**src/hdl/rvc_pkg.sv**
```systemverilog
package rvc_pkg;
    localparam int MEM_BYTES = 1024;
    localparam int MA_W = $clog2(MEM_BYTES);

    typedef enum logic [1:0] {
        OP_EXEC  = 2'd0,
        OP_WRMEM = 2'd1,
        OP_RDMEM = 2'd2,
        OP_RDREG = 2'd3
    } item_op_t;

    localparam logic [6:0] OPC_R    = 7'b0110011;
    localparam logic [6:0] OPC_I    = 7'b0010011;
    localparam logic [6:0] OPC_JAL  = 7'b1101111;
    localparam logic [6:0] OPC_BR   = 7'b1100011;
    localparam logic [6:0] OPC_LW   = 7'b0000011;
    localparam logic [6:0] OPC_SW   = 7'b0100011;
    localparam logic [6:0] OPC_HALT = 7'b1111111;
    localparam logic [6:0] F7_SUB   = 7'b0100000;

    typedef enum logic [3:0] {
        K_NOP, K_ADD, K_SUB, K_XOR, K_OR, K_AND, K_LW, K_SW, K_JAL, K_BEQ, K_BNE, K_HALT,
        K_WRMEM, K_RDMEM, K_RDREG
    } kind_t;

    // execute unit phases: register read, memory bank read, retire
    typedef enum logic [1:0] {S_A, S_B, S_C} st_t;

    // classified item passed from front to back
    typedef struct packed {
        kind_t       kind;
        logic        use_imm;
        logic [4:0]  rd;
        logic [4:0]  rs1;
        logic [4:0]  rs2;
        logic [31:0] imm;
        logic [31:0] data;
        logic [MA_W-1:0] addr;
    } dec_t;
endpackage

```
**src/hdl/rvc_front.sv**
```systemverilog
module rvc_front import rvc_pkg::*; (
    input  logic        aclk,
    input  logic        aresetn,
    input  logic        s_valid,
    output logic        s_ready,
    input  logic [1:0]  s_opcode,
    input  logic [31:0] s_instr,
    input  logic [9:0]  s_mem_address,
    input  logic [31:0] s_mem_data,
    input  logic [4:0]  s_reg_index,
    output logic        q_valid,
    input  logic        q_ready,
    output dec_t        q_item
);
    // two-entry queue
    dec_t       q_mem_reg [2];
    logic [1:0] cnt_reg, cnt_next;
    logic       wp_reg, rp_reg;
    dec_t       d;
    logic [6:0] opc;
    logic [2:0] f3;
    logic [6:0] f7;
    logic       push, pop;

    assign opc = s_instr[6:0];
    assign f3  = s_instr[14:12];
    assign f7  = s_instr[31:25];

    always_comb begin
        d = '0;
        d.rd   = s_instr[11:7];
        d.rs1  = s_instr[19:15];
        d.rs2  = s_instr[24:20];
        d.data = s_mem_data;
        d.addr = MA_W'(s_mem_address);
        d.imm  = {{20{s_instr[31]}}, s_instr[31:20]};
        d.kind = K_NOP;
        case (item_op_t'(s_opcode))
            OP_WRMEM: d.kind = K_WRMEM;
            OP_RDMEM: d.kind = K_RDMEM;
            OP_RDREG: begin
                d.kind = K_RDREG;
                d.rs1  = s_reg_index;
            end
            default: begin
                if (opc == OPC_HALT) d.kind = K_HALT;
                else if (opc == OPC_R) begin
                    if (f7 == 7'd0 && f3 == 3'd0) d.kind = K_ADD;
                    else if (f7 == F7_SUB && f3 == 3'd0) d.kind = K_SUB;
                    else if (f7 == 7'd0 && f3 == 3'd4) d.kind = K_XOR;
                    else if (f7 == 7'd0 && f3 == 3'd6) d.kind = K_OR;
                    else if (f7 == 7'd0 && f3 == 3'd7) d.kind = K_AND;
                end else if (opc == OPC_I) begin
                    d.use_imm = 1'b1;
                    case (f3)
                        3'd0: d.kind = K_ADD;
                        3'd4: d.kind = K_XOR;
                        3'd6: d.kind = K_OR;
                        3'd7: d.kind = K_AND;
                        default: d.kind = K_NOP;
                    endcase
                end else if (opc == OPC_LW && f3 == 3'd2) d.kind = K_LW;
                else if (opc == OPC_SW && f3 == 3'd2) begin
                    d.kind = K_SW;
                    d.imm  = {{20{s_instr[31]}}, s_instr[31:25], s_instr[11:7]};
                end else if (opc == OPC_JAL) begin
                    d.kind = K_JAL;
                    d.imm  = {{11{s_instr[31]}}, s_instr[31], s_instr[19:12],
                              s_instr[20], s_instr[30:21], 1'b0};
                end else if (opc == OPC_BR && (f3 == 3'd0 || f3 == 3'd1)) begin
                    d.kind = (f3 == 3'd0) ? K_BEQ : K_BNE;
                    d.imm  = {{19{s_instr[31]}}, s_instr[31], s_instr[7],
                              s_instr[30:25], s_instr[11:8], 1'b0};
                end
            end
        endcase
    end

    assign s_ready = (cnt_reg != 2'd2);
    assign q_valid = (cnt_reg != 2'd0);
    assign q_item  = q_mem_reg[rp_reg];
    assign push    = s_valid && s_ready;
    assign pop     = q_valid && q_ready;

    always_comb begin
        cnt_next = cnt_reg;
        if (push && !pop) cnt_next = cnt_reg + 2'd1;
        else if (pop && !push) cnt_next = cnt_reg - 2'd1;
    end

    always_ff @(posedge aclk) begin
        if (!aresetn) begin
            cnt_reg <= 2'd0;
            wp_reg  <= 1'b0;
            rp_reg  <= 1'b0;
        end else begin
            cnt_reg <= cnt_next;
            if (push) wp_reg <= ~wp_reg;
            if (pop) rp_reg <= ~rp_reg;
        end
    end

    always_ff @(posedge aclk) begin
        if (push) q_mem_reg[wp_reg] <= d;
    end
endmodule

```
**config.mk**
```make
export PLATFORM = sky130hd
export DESIGN_NAME = rvc_front
export DESIGN_NICKNAME = d
export VERILOG_FILES = /design/src/hdl/rvc_pkg.sv /design/src/hdl/rvc_front.sv
export SDC_FILE = /design/constraint.sdc
export NUM_CORES = 1
export LEC_CHECK = 0
export BUFFER_PORTS_ARGS = -buffer_cell sky130_fd_sc_hd__buf_2
export CELL_PAD_IN_SITES_DETAIL_PLACEMENT = 1
export CELL_PAD_IN_SITES_GLOBAL_PLACEMENT = 2
export CORE_ASPECT_RATIO = 0.8
export CORE_UTILIZATION = 40
export CTS_CLUSTER_DIAMETER = 200
export DETAILED_ROUTE_END_ITERATION = 10
export PLACE_DENSITY_LB_ADDON = 0.25
export RECOVER_POWER = 25
export SYNTH_ARGS = -nofsm -noshare
export SYNTH_HDL_FRONTEND = slang
export SYNTH_SLANG_ARGS = --single-unit
```
**constraint.sdc**
```tcl
create_clock -name aclk -period 8.09 [get_ports aclk]
set_input_delay 0.4045 -clock aclk [delete_from_list [all_inputs] [get_ports aclk]]
set_output_delay 0.4045 -clock aclk [all_outputs]
set_load 0.005 [all_outputs]
```
==> results.py <==
metrics = {
    "sta": {
        "fin_skew_ps": 6.96,
        "period_needed_ps": 2750,
        "worstMarginPinSlew_ps": 1160,
        "rsz0062_at_grt": "no",
        "max_freq_mhz": 363,
        "hold_viol": 0,
        "post-route-period-util_pct": 34.0,
        "finalSetupTns_ps": 0,
        "setup_viol": 0,
        "final_max_slew_viol_count": 0,
        "maxSlewHeadroom_pct": 22.5,
    },
    "critical_path": {
        "crit_required_ps": 7690,
        "start_kind": "flop",
        "r2r_cells": 4,
        "path_cells": "buf_4, mux2_2, buf_2",
        "critical_path.slowest_cell": "buf_4",
        "crit_type": "flop to output port",
        "slowest_delay_ps": 760,
        "arrival_ps": 2350,
        "cp_max_fo": 66,
        "crit_path_end_kind": "output port",
    },
    "logic_synthesis": {
        "yosysTopAreaCellShare_pct": 72.9,
        "ys_seq_area_share_pct": 74.4,
        "synthCells": 367,
        "async_reset_ff_share_pct": 0,
        "synth_cell_types": 48,
        "synth_xor_area_share_pct": 0.512,
        "yosysTopAreaCell": "edfxtp_1",
        "syn_area_per_cell_sq_um": 18.6,
        "synth_ff_type": "edfxtp_1",
        "synth_edf_count": 166,
        "syn-num-nets": 453,
        "synth_area_sq_um": 6840,
        "yosys.area_share.simple_pct": 4.54,
        "synth_common_cells": "edfxtp_1, mux2_2, buf_4, a21o_1",
        "synth_top_family_by_area": "multiplexers",
        "synth_area_leaders": "edfxtp_1, mux2_2, dfxtp_1, buf_4, a21o_1",
        "yosysMostFrequentCell": "edfxtp_1",
        "yosysWarnings": 0,
        "synth_seq_cells": 171,
        "synthAdderAreaFrac_pct": 0.183,
        "synthMuxAreaShare_pct": 15.2,
        "synth_compound_area_share_pct": 3.04,
    },
    "die": {
        "die_h_um": 119,
        "row_count": 42,
        "die_w_um": 148,
        "dieArea_sq_um": 17600,
        "pin_count": 181,
        "core_area_sq_um": 16600,
        "initial_core_util_pct": 41.2,
    },
    "routing": {
        "drcViolationCount": 0,
        "routed_wl_um": 14000,
        "firstDrtPassIters": 4,
        "viasPerCell": 4.96,
        "avgRoutedWirePerCell_um": 18.0,
        "detail-route-antenna-nets": 0,
        "drt_iter0_drc": 193,
        "vias": 3865,
    },
    "min_path": {
        "hold_depth": 1,
        "hp-class": "input pin to flop",
    },
    "power_and_ir_drop": {
        "ir_drop_uv": 128,
        "p_leak_nw": 3.06,
        "power_mw": 2.54,
        "power_density_nw_per_um2": 301,
    },
    "clocking": {
        "clock_latency_ps": 420,
        "post_cts.repair.setup_buffers": 0,
        "clockBufferDepth": 2,
        "cts_tree": "yes",
        "numCtsBuffers": 17,
        "cts-htree-levels": 4,
        "cts-root-buf": "clkbuf_16",
        "cts.sinks": 171,
        "cts_resized": 0,
        "postCtsHoldBufs": 0,
        "clkTransAtPathRegs_ps": 70,
    },
    "final_layout": {
        "area_growth_pct": 23.4,
        "ff_latch_area_sq_um": 5090,
        "fin_nets": 633,
        "largest_register_ffs": 166,
        "drive_gt1_share_pct": 49.6,
        "multiInputGateArea_sq_um": 1610,
        "diodes": 0,
        "n_fill_cell": 1656,
        "final_util_pct": 50.8,
    },
    "global_route": {
        "grt_first_pass_wirelength_um": 21800,
        "grt_max_degree": 84,
        "antenna_found_initial": 0,
        "overflow": 0,
        "grt_pass1_vias": 4031,
        "grt_use_total_pct": 16.6,
    },
    "status": {
        "status": "completed",
    },
    "place": {
        "place_hpwl_um": 9210,
        "place_congestion": 0.767,
        "portBuffers": 180,
    },
    "flow_run": {
        "drv_cap": 0,
    },
}
-- per-layer routing --
layer	wire length (um)	track usage [%]	vias up
met5	0	0	-
met4	190	6.57	0
met3	762	4.60	15
met2	6680	25.5	114
met1	6400	22.3	1933
li1	-	-	1803
-- critical path, delay by kind of cell (launching register included) --
family | cells | cell delay (ps)
muxes | 1 | 490
DFF | 1 | 490
buffers and inverters | 2 | 910
-- cells by family (layout without fill, tap and decap cells) --
group	after synthesis	after routing
xor gates and xnor gates	4	4
and+or+nand+nor	46	46
buffers and inverters	26	219
muxes	92	92
DFF	171	171
AOI/OAI and AO/OA	27	27
adders and majority gates	1	1
-- final timing paths --
| check | end | slack, ps | from |
|---|---|---|---|
| max | q_item[65] | 5340 | flop |
| min | q_mem_reg[1][6] | 170 | s_mem_address[6] |
| max reg2reg | q_mem_reg[0][89] | 5980 | cnt_reg[0] |
| min reg2reg | cnt_reg[1] | 530 | cnt_reg[1] |
-- report_power, final --
group / internal [mW] / leakage (nW) / switching [mW]
sequential: 1.14 / 1.59 / 0.0435
clock: 0.432 / 0.261 / 0.347
combinational: 0.289 / 1.20 / 0.293
-- area by class of cell --
type / instances / share of cell area (%)
Inverter: 4 / 0.178
Timing Repair Buffer: 183 / 10.4
Clock buffer: 19 / 5.13
Sequential cell: 171 / 60.3
Clock inverter: 13 / 1.59
Tap cell: 220 / 3.26
Multi-Input combinational cell: 170 / 19.1
-- through the flow --
stage | setup WS (ps) | instances | hold slack, ps | cell area [sq um]
6_report | 5340 | 780 | 170 | 8440
5_1_grt | 5130 | 780 | 137 | 8440
4_1_cts | 5270 | 780 | 143 | 8480
3_5_place_dp | 5730 | 748 | 518 | 7920
3_3_place_gp | 5750 | 748 | 491 | 7920
2_1_floorplan | 3470 | 367 | 473 | 6840
-- cells in the final DEF, fill, tap and decap left out, types with 4 or more instances in the layout --
cell          n
a21o_1       10
and2_1        4
buf_2       142
clkbuf_1     39
clkbuf_16    17
clkinvlp_4    5
dfxtp_1       4
edfxtp_1    166
inv_1         4
inv_6         4
mux2_1        4
mux2_2       88
nand2_1       4
nand3_1       5
nor2_1        6
(Power assumes the default switching activity.)
